[config.mk]
export PLATFORM = sky130hd
export DESIGN_NAME = ppi_ctrl
export DESIGN_NICKNAME = d
export VERILOG_FILES = /design/src/sv/ppi_pkg.sv /design/src/sv/ppi_ctrl.sv
export SDC_FILE = /design/constraint.sdc
export NUM_CORES = 1
export LEC_CHECK = 0
export BUFFER_PORTS_ARGS = -buffer_cell sky130_fd_sc_hd__buf_4
export CORE_AREA = 5 5 42 44
export DETAILED_ROUTE_END_ITERATION = 10
export DIE_AREA = 0 0 47 49
export RECOVER_POWER = 25
export SKIP_CTS_REPAIR_TIMING = 1
export SKIP_LAST_GASP = 1
export SYNTH_ARGS = -nofsm -noshare
export SYNTH_HDL_FRONTEND = slang
export SYNTH_SLANG_ARGS = --single-unit
[constraint.sdc]
create_clock -name clk -period 1.2 [get_ports clk]
set_input_delay 0.12 -clock clk [delete_from_list [all_inputs] [get_ports clk]]
set_output_delay 0.12 -clock clk [all_outputs]
set_load 0.02 [all_outputs]
[src/sv/ppi_pkg.sv]
`default_nettype none

package ppi_pkg;

  // Sizing of the index.
  localparam int MAX_STEPS = 4096;
  localparam int MAX_PATHS = 256;
  localparam int POS_W     = 48;

  // Fixed field widths of the stream items.
  localparam int PATH_ID_W = 8;
  localparam int WORD_W    = 64;
  localparam int LEN_W     = 32;

  localparam int SLOT_W     = $clog2(MAX_STEPS);
  localparam int CURSOR_W   = $clog2(MAX_STEPS + 1);
  localparam int PATH_IDX_W = (MAX_PATHS > 1) ? $clog2(MAX_PATHS) : 1;

  localparam logic [PATH_ID_W:0]  PATHS_LIMIT = (PATH_ID_W + 1)'(MAX_PATHS);
  localparam logic [CURSOR_W-1:0] STEPS_LIMIT = CURSOR_W'(MAX_STEPS);
  localparam logic [POS_W-1:0]    POS_MAX     = {POS_W{1'b1}};

  // Input tdata layout, lowest bit first.
  localparam int IN_PATH_LSB = 0;
  localparam int IN_HI_LSB   = IN_PATH_LSB + PATH_ID_W;
  localparam int IN_LO_LSB   = IN_HI_LSB + WORD_W;
  localparam int IN_LEN_LSB  = IN_LO_LSB + WORD_W;
  localparam int IN_POS_LSB  = IN_LEN_LSB + LEN_W;
  localparam int IN_USED_W   = IN_POS_LSB + POS_W;
  localparam int IN_DATA_W   = ((IN_USED_W + 7) / 8) * 8;

  // Output tdata layout, lowest bit first.
  localparam int OUT_HI_LSB  = 0;
  localparam int OUT_LO_LSB  = OUT_HI_LSB + WORD_W;
  localparam int OUT_LEN_LSB = OUT_LO_LSB + WORD_W;
  localparam int OUT_USED_W  = OUT_LEN_LSB + POS_W;
  localparam int OUT_DATA_W  = ((OUT_USED_W + 7) / 8) * 8;

  // tuser bit positions.
  localparam int USER_W          = 2;
  localparam int IN_USER_OP      = 0;
  localparam int IN_USER_FIRST   = 1;
  localparam int OUT_USER_PAST   = 0;
  localparam int OUT_USER_UNKNWN = 1;

  typedef enum logic [1:0] {
    EMIT_NONE,
    EMIT_UNKNOWN,
    EMIT_PAST,
    EMIT_FOUND
  } emit_t;

  // Commands from the controller to the datapath.
  typedef struct packed {
    logic  load;
    logic  append;
    logic  range_rd;
    logic  search_init;
    logic  search_step;
    emit_t emit;
  } cmd_t;

  // Status from the datapath to the controller.
  typedef struct packed {
    logic in_query;
    logic known;
    logic no_cover;
    logic wide;
    logic more;
    logic out_free;
  } sts_t;

  function automatic logic [CURSOR_W-1:0] mid_of(input logic [CURSOR_W-1:0] lo,
                                                 input logic [CURSOR_W-1:0] hi);
    logic [CURSOR_W-1:0] span;
    span = hi - lo;
    return lo + (span >> 1);
  endfunction

endpackage

`default_nettype wire

[src/sv/ppi_ctrl.sv]
`default_nettype none

module ppi_ctrl (
  input  wire logic          clk,
  input  wire logic          rst,
  input  wire logic          in_valid,
  output logic               in_ready,
  input  wire ppi_pkg::sts_t sts,
  output ppi_pkg::cmd_t      cmd
);

  typedef enum logic [2:0] {
    S_IDLE,
    S_APPEND,
    S_RANGE,
    S_CHECK,
    S_BISECT,
    S_FINISH
  } state_t;

  state_t state;
  state_t state_next;

  always_ff @(posedge clk) begin
    if (rst) begin
      state <= S_IDLE;
    end else begin
      state <= state_next;
    end
  end

  always_comb begin
    state_next      = state;
    cmd             = '0;
    cmd.emit        = ppi_pkg::EMIT_NONE;
    in_ready        = 1'b0;
    unique case (state)
      S_IDLE: begin
        in_ready = 1'b1;
        if (in_valid) begin
          cmd.load   = 1'b1;
          state_next = sts.in_query ? S_RANGE : S_APPEND;
        end
      end
      S_APPEND: begin
        cmd.append = 1'b1;
        state_next = S_IDLE;
      end
      S_RANGE: begin
        cmd.range_rd = 1'b1;
        state_next   = S_CHECK;
      end
      S_CHECK: begin
        if (!sts.known) begin
          if (sts.out_free) begin
            cmd.emit   = ppi_pkg::EMIT_UNKNOWN;
            state_next = S_IDLE;
          end
        end else if (sts.no_cover) begin
          if (sts.out_free) begin
            cmd.emit   = ppi_pkg::EMIT_PAST;
            state_next = S_IDLE;
          end
        end else begin
          cmd.search_init = 1'b1;
          state_next      = sts.wide ? S_BISECT : S_FINISH;
        end
      end
      S_BISECT: begin
        cmd.search_step = 1'b1;
        state_next      = sts.more ? S_BISECT : S_FINISH;
      end
      S_FINISH: begin
        if (sts.out_free) begin
          cmd.emit   = ppi_pkg::EMIT_FOUND;
          state_next = S_IDLE;
        end
      end
      default: begin
        state_next = S_IDLE;
      end
    endcase
  end

endmodule

`default_nettype wire

Yosys cells after proc, flatten, opt, wreduce, memory -nomap -nowiden
Index checks and enable logic that the tools add are counted.

Register bits after elaboration: 3. Bits in latches: 0. Bits in writable memories: 0. Memory bits (read-only): 0. Input port bits: 9. Output and inout port bits: 8. Word-level logic and storage cells: 31. Memories: 0.

Add/subtract/negate cells: 0. Multiply operators: 0. Divide/modulo/power cells: 0. Order comparisons: 0. Equal/unequal tests: 6. Shift operators: 0. Mux-type cells: 23. Bitwise logic cells: 0. Reductions and logical operators: 1.

Operators with widths (number): $pmux 3 s5 (1); $mux 1 (12); $mux 3 (4); $mux 2 (5); $eq 3x2->1 const B (2); $eq 3x3->1 const B (2); $pmux 2 s2 (1); $eq 3x1->1 const B (1); $logic_not 3->1 (1); $ne 2x2->1 const B (1).

Depth between registers and ports, before layout
Gate-level depths: netlist of run 1.

Word-level depth: 4. Depth in mapped cells: 4. Mapped depth without buffers: 3.

Worst setup path before layout of run 1
OpenSTA, ideal clock, no wires.

Path type: reg2out. Start point: reg state[0]. End point: out cmd[6] (netlist name). Arrival time: 1.321 ns. Data required time: 1.080 ns. Path slack: -0.241 ns. Stages on the path, launching flop included: 4. Cell sequence: dfxtp_1 buf_2 nor3_1 and2_1.

RTL lines: start, declared (line ppi_ctrl.sv:21) `state_t state;`; start signal, assigned (line ppi_ctrl.sv:28) `state <= state_next;`; end, declared (line ppi_ctrl.sv:9) `output ppi_pkg::cmd_t cmd`.

==> results by group, run 1 <==
Outcome
  – Run status: complete, but fails checks
  – Failing checks: negative setup slack

Setup path
  – Crit path buf inv count: 1
  – Largest fanout on the critical path: 8
  – Crit path capture type: output pin
  – Worst path max stage delay: 360 ps
  – Worst path cell trace: and2b_2 -> nand3_2 -> a21oi_2 -> buf_4
  – Crit path DAT: around 1200 ps
  – Worst path required time: 1080 ps
  – Cell family with most CP delay: flip-flops
  – Critical path class: reg2out
  – CP Launch Type: flop
  – CP max-delay cell: dfxtp_4

GRT
  – Vias in the first global route: 349
  – Met2 usage: roughly an eighth
  – First-pass GRT wire length: 1460 um
  – Global route overflow: 0
  – Initial antenna violation count: 0
  – Gr usage total: 8.94%
  – Largest net degree at the start of global routing: 10
  – M1 GR Usage: 10.7%
  – Met3 Track Usage GR: under 10%
  – GR peak layer: met2

Pwr
  – Max VDD drop: just over 0.3 mV
  – NetSw: 0.136 mW
  – Switch share: between 20% and 30%
  – Lkg Pwr: 0.295 nW
  – Int Pwr: ~0.33 mW
  – Combinational power share: roughly 38%
  – Power, Total: roughly 0.47 mW
  – Clk pwr share: 38.3%
  – P per Cell Area: 735 nW/um2
  – Flop pwr share: 24.0%

Floorplan
  – Rows: 14
  – Initial Util: 21.4%
  – Die ar.: 2300 um2
  – I/O pin count: 17
  – Die width: 47 um
  – Core Region: 1400 um2
  – Die Ht: between 40 and 50 um

STA
  – Least-Margin Pin Slew: between 200 and 250 ps
  – Hold_ws: 208 ps
  – Sum Neg Setup Slack: -294 ps
  – RSZ-0062 raised after global routing: true
  – Slew headroom: 83.5%
  – Final Hold Fails: 0
  – Setup Skew: 6.06 ps
  – Setup violators final: 4
  – Setup WS post-layout: -87.9 ps
  – Fmax: a little under 0.8 GHz
  – Crit share post-route: 107%
  – Final-report max-slew violation count: 0
  – Final min period: 1290 ps

Layout
  – Fin util: 45.3%
  – Top flop regs: state: 3 flops
  – Finished layout cell area: between 600 and 700 um2
  – Biggest register: state
  – Max reg flops: 3
  – Layout cells sized above 1: between 60% and 70%
  – P&R area growth vs syn: 111%
  – Ant. Diodes: 0
  – Nets@finish: 82
  – Fin cells: 88

Min path
  – Worst Hold Class: in2reg

Placement
  – Port Buffer Count: 16
  – DP Area: 495 um2
  – Detailed placement HPWL: 649 um
  – Place WS: -22.5 ps
  – Placed cells: 77
  – Routability congestion estimate: 0.801

Run
  – MaxCap Viol Count: 0

Drt
  – Routed Antenna Nets: 0
  – TritonRoute pass-1 iters: 2
  – Routed length per instance: 10.8 um
  – DRT iter0 DRCs: 4
  – DRC viols: 0
  – Vias: ~400
  – Final WL: 946 um
  – Via density per instance: 4.49

Yosys
  – Post-synthesis cell area: 300 um2
  – Avg Inst Size Synth: between 7 and 8 um2
  – Post-Synthesis Cells: 39
  – Yosys top cell area share: about 20%
  – Top cell type by total area after synthesis: dfxtp_1
  – Synth warn: 0
  – Synth cell types: 25
  – Register area share after synthesis: between 10% and 20%
  – Syn_nets: 48
  – Top cells by area, synth: dfxtp_1, buf_6, nand2b_1
  – #FFs+latches synth: 3

Clock tree
  – Register clock-pin slew on the reported worst setup and hold paths: around 40 ps
  – Clock sinks: 3
  – CTS tree: done
  – Clk buf depth: 2
  – H-tree depth: 1
  – CTS Buf Count: 3
  – Worst skew pair latency: 230 ps
  – Clock Tree Root: clkbuf_4
-- tightest hold or removal path, cell delays in order --
cell and delay [ps]:
buf_4 80, nand2b_1 40, nand3_1 80, a31oi_1 80
-- synthesized netlist by cell type, drive strengths merged --
master	count
nor2	4
a32oi	1
nand3	2
inv	2
a2111oi	1
a21oi	2
a31oi	1
o21ai	2
nor2b	4
nor3	1
o211ai	1
and2	1
and2b	1
nor3b	2
nand2b	3
buf	3
dfxtp	3
and3	1
o31ai	1
nand3b	2
nand2	1
-- path summary, 6_finish.rpt --
| check | startpoint | to | slack (ps) | cells after the start |
|---|---|---|---|---|
| setup / recovery | state[2] | cmd[1] | -90 | 4 |
| hold / removal | sts[1] | state[0] | 210 | 4 |
| setup reg to reg | state[2] | state[1] | 0 | 5 |
| hold reg to reg | state[2] | state[1] | 590 | 2 |
-- power groups by stage --
stage | logic (mW) | clock network, mW | registers, mW
after floorplan | 0.0803 | 0 | 0.109
final | 0.176 | 0.179 | 0.112
after CTS | 0.138 | 0.187 | 0.118
after detailed placement | 0.138 | 0 | 0.120
after global placement | 0.137 | 0 | 0.119
after global routing | 0.191 | 0.206 | 0.114
-- cell families after synthesis --
logic type,after synthesis,synth area share (%)
buffers and inverters,5,11.7
AO/OA/AOI/OAI,9,22.9
flip-flops,3,20.0
AND/OR/NAND/NOR,22,45.4
-- layer usage --
layer / vias to the layer above / wire length [um]
met1: 183 / 361
li1: 204 / -
met3: 0 / 44
met2: 8 / 540
met4: 0 / 0
met5: - / 0
-- area by class of cell --
class,count,area [um2]
Fill cell,153,767
Multi-Input combinational cell,31,254
Timing Repair Buffer,32,255
Sequential cell,3,71.3
Inverter,2,7.51
Tap cell,16,20.0
Clock buffer,4,26.3
-- layout by cell type (no fill, tap or decap), types with 2 or more instances in the layout --
cell	Yosys	layout
a21oi_2	1	2
buf_4	0	26
buf_6	2	5
clkbuf_1	0	2
clkbuf_4	0	3
dfxtp_4	0	3
inv_1	2	2
nand2b_1	3	2
nand3b_1	2	2
nor2_1	4	4
nor2b_1	3	3
nor3b_2	0	2
Note: power is estimated with default switching activity, not from simulation.
==> run 2, diff against run 1 <==
Settings changed: CTS_BUF_LIST set to sky130_fd_sc_hd__clkbuf_4 sky130_fd_sc_hd__clkbuf_8, TNS_END_PERCENT set to 100.
==> results by group, run 2 (synthesized netlist as in run 1, its figures left out) <==
STA
  – Setup WS post-layout: -87.7 ps
  – Slew headroom: 83.5%
  – Final-report max-slew violation count: 0
  – RSZ-0062 raised after global routing: true
  – Crit share post-route: 107%
  – Setup Skew: 5.23 ps
  – Final Hold Fails: 0
  – Final min period: between 1000 and 1500 ps
  – Least-Margin Pin Slew: 247 ps
  – Sum Neg Setup Slack: -294 ps
  – Setup violators final: 4
  – Fmax: ~0.78 GHz

Floorplan
  – Die ar.: 2300 um2
  – I/O pin count: 17
  – Initial Util: 21.4%
  – Die width: 47 um
  – Core Region: approximately 1400 um2
  – Rows: 14
  – Die Ht: 49 um

Clock tree
  – Clock sinks: 3
  – Register clock-pin slew on the reported worst setup and hold paths: around 40 ps
  – H-tree depth: 1
  – Clock Tree Root: clkbuf_4
  – CTS Buf Count: 3
  – Clk buf depth: 2
  – Worst skew pair latency: 230 ps
  – CTS tree: done

Layout
  – Top flop regs: state: 3 flops
  – Biggest register: state
  – Ant. Diodes: 0
  – P&R area growth vs syn: 113%
  – Layout cells sized above 1: between 70% and 80%
  – Fin cells: 88
  – Commonest non-fill, non-tap cell in the layout: buf_4
  – Nets@finish: 82
  – Max reg flops: 3
  – Commonest cells after routing, fill and taps aside: buf_4, buf_6, nor2_1, clkbuf_4

Min path
  – Worst Hold Launch: sts[1]
  – Worst Hold Class: in2reg

GRT
  – Global route overflow: 0
  – Initial antenna violation count: 0
  – Vias in the first global route: 356
  – Gr usage total: 9.01%
  – Largest net degree at the start of global routing: 10
  – First-pass GRT wire length: 1480 um

Setup path
  – Crit path DAT: 1170 ps
  – Reg2reg start: state[2]
  – Largest fanout on the critical path: 8
  – Worst path required time: 1080 ps
  – CP max-delay cell: dfxtp_4
  – Worst setup path start: state[2]
  – Cell family with most CP delay: flip-flops
  – Worst path cell trace: and2b_2 -> nand3_2 -> a21oi_2 -> buf_4
  – Crit path capture type: output pin
  – CP Launch Type: flop
  – Critical path class: reg2out
  – Crit path buf inv count: 1
  – Worst path max stage delay: 360 ps

Drt
  – Via density per instance: 4.51
  – Met2 wire length: 535 um
  – DRT iter0 DRCs: 4
  – Routed length per instance: 10.7 um
  – Final WL: 943 um
  – Met3 Wirelength: roughly 44 um
  – DRC viols: 0
  – DRT met1 WL: 363 um
  – TritonRoute pass-1 iters: 2
  – DR top layer: met3
  – Routed Antenna Nets: 0
  – Vias: 397

Pwr
  – Switch share: 28.0%
  – Max VDD drop: 0.378 mV
  – Combinational power share: about 36%
  – Clk pwr share: 41.2%
  – P per Cell Area: 767 nW/um2
  – Int Pwr: roughly 0.35 mW
  – NetSw: 0.137 mW
  – Flop pwr share: 22.9%
  – Lkg Pwr: 0.299 nW

Outcome
  – Run status: complete, but fails checks
  – Failing checks: negative setup slack

Placement
  – Port Buffer Count: 16
  – Routability congestion estimate: ~0.8
  – Detailed placement HPWL: 649 um
  – Placed cells: 77

Run
  – MaxCap Viol Count: 0
run 2: layout make-up:
cell class | instances | area [um2]
inverter | 2 | 7.51
fill | 151 | 763
sequential | 3 | 71.3
multi-input combinational | 31 | 254
tap | 16 | 20.0
timing repair buffer | 32 | 255
clock buffer | 4 | 30.0
run 2: worst paths after layout:
kind,endpoint,slack [ps],depth (start not counted)
worst max register to register,state[1],0,5
worst max-delay path,cmd[1],-90,4
worst min register to register,state[1],590,2
worst min-delay path,state[0],210,4
run 2: power by group through the flow:
stage | Clock, mW | Combinational, mW | Sequential (mW)
after floorplan | 0 | 0.0803 | 0.109
after global routing | 0.222 | 0.191 | 0.113
after global placement | 0 | 0.137 | 0.119
final | 0.202 | 0.176 | 0.112
after detailed placement | 0 | 0.138 | 0.120
after CTS | 0.208 | 0.138 | 0.118
run 2: through the flow:
step	area [um2]	total power, mW	setup WS, ps	util, %	hold slack (ps)
final	638	0.489	-87.7	45.5	208
after global routing	638	0.527	-145	45.5	229
after CTS	526	0.464	-278	37.5	203
after detailed placement	495	0.257	-22.5	35.4	452
after global placement	495	0.256	-13.4	35.4	449
after floorplan	315	0.190	31.9	-	328
run 2: worst min-delay path, cell delays in order:
cell and delay (ps):
buf_4 80, nand2b_1 40, nand3_1 80, a31oi_1 80
run 2: routing by layer:
metal / track usage (%) / vias to the layer above
li1: - / 205
met1: 10.7 / 184
met2: 12.2 / 8
met3: 3.69 / 0
met4: 6.91 / 0
met5: 0 / -
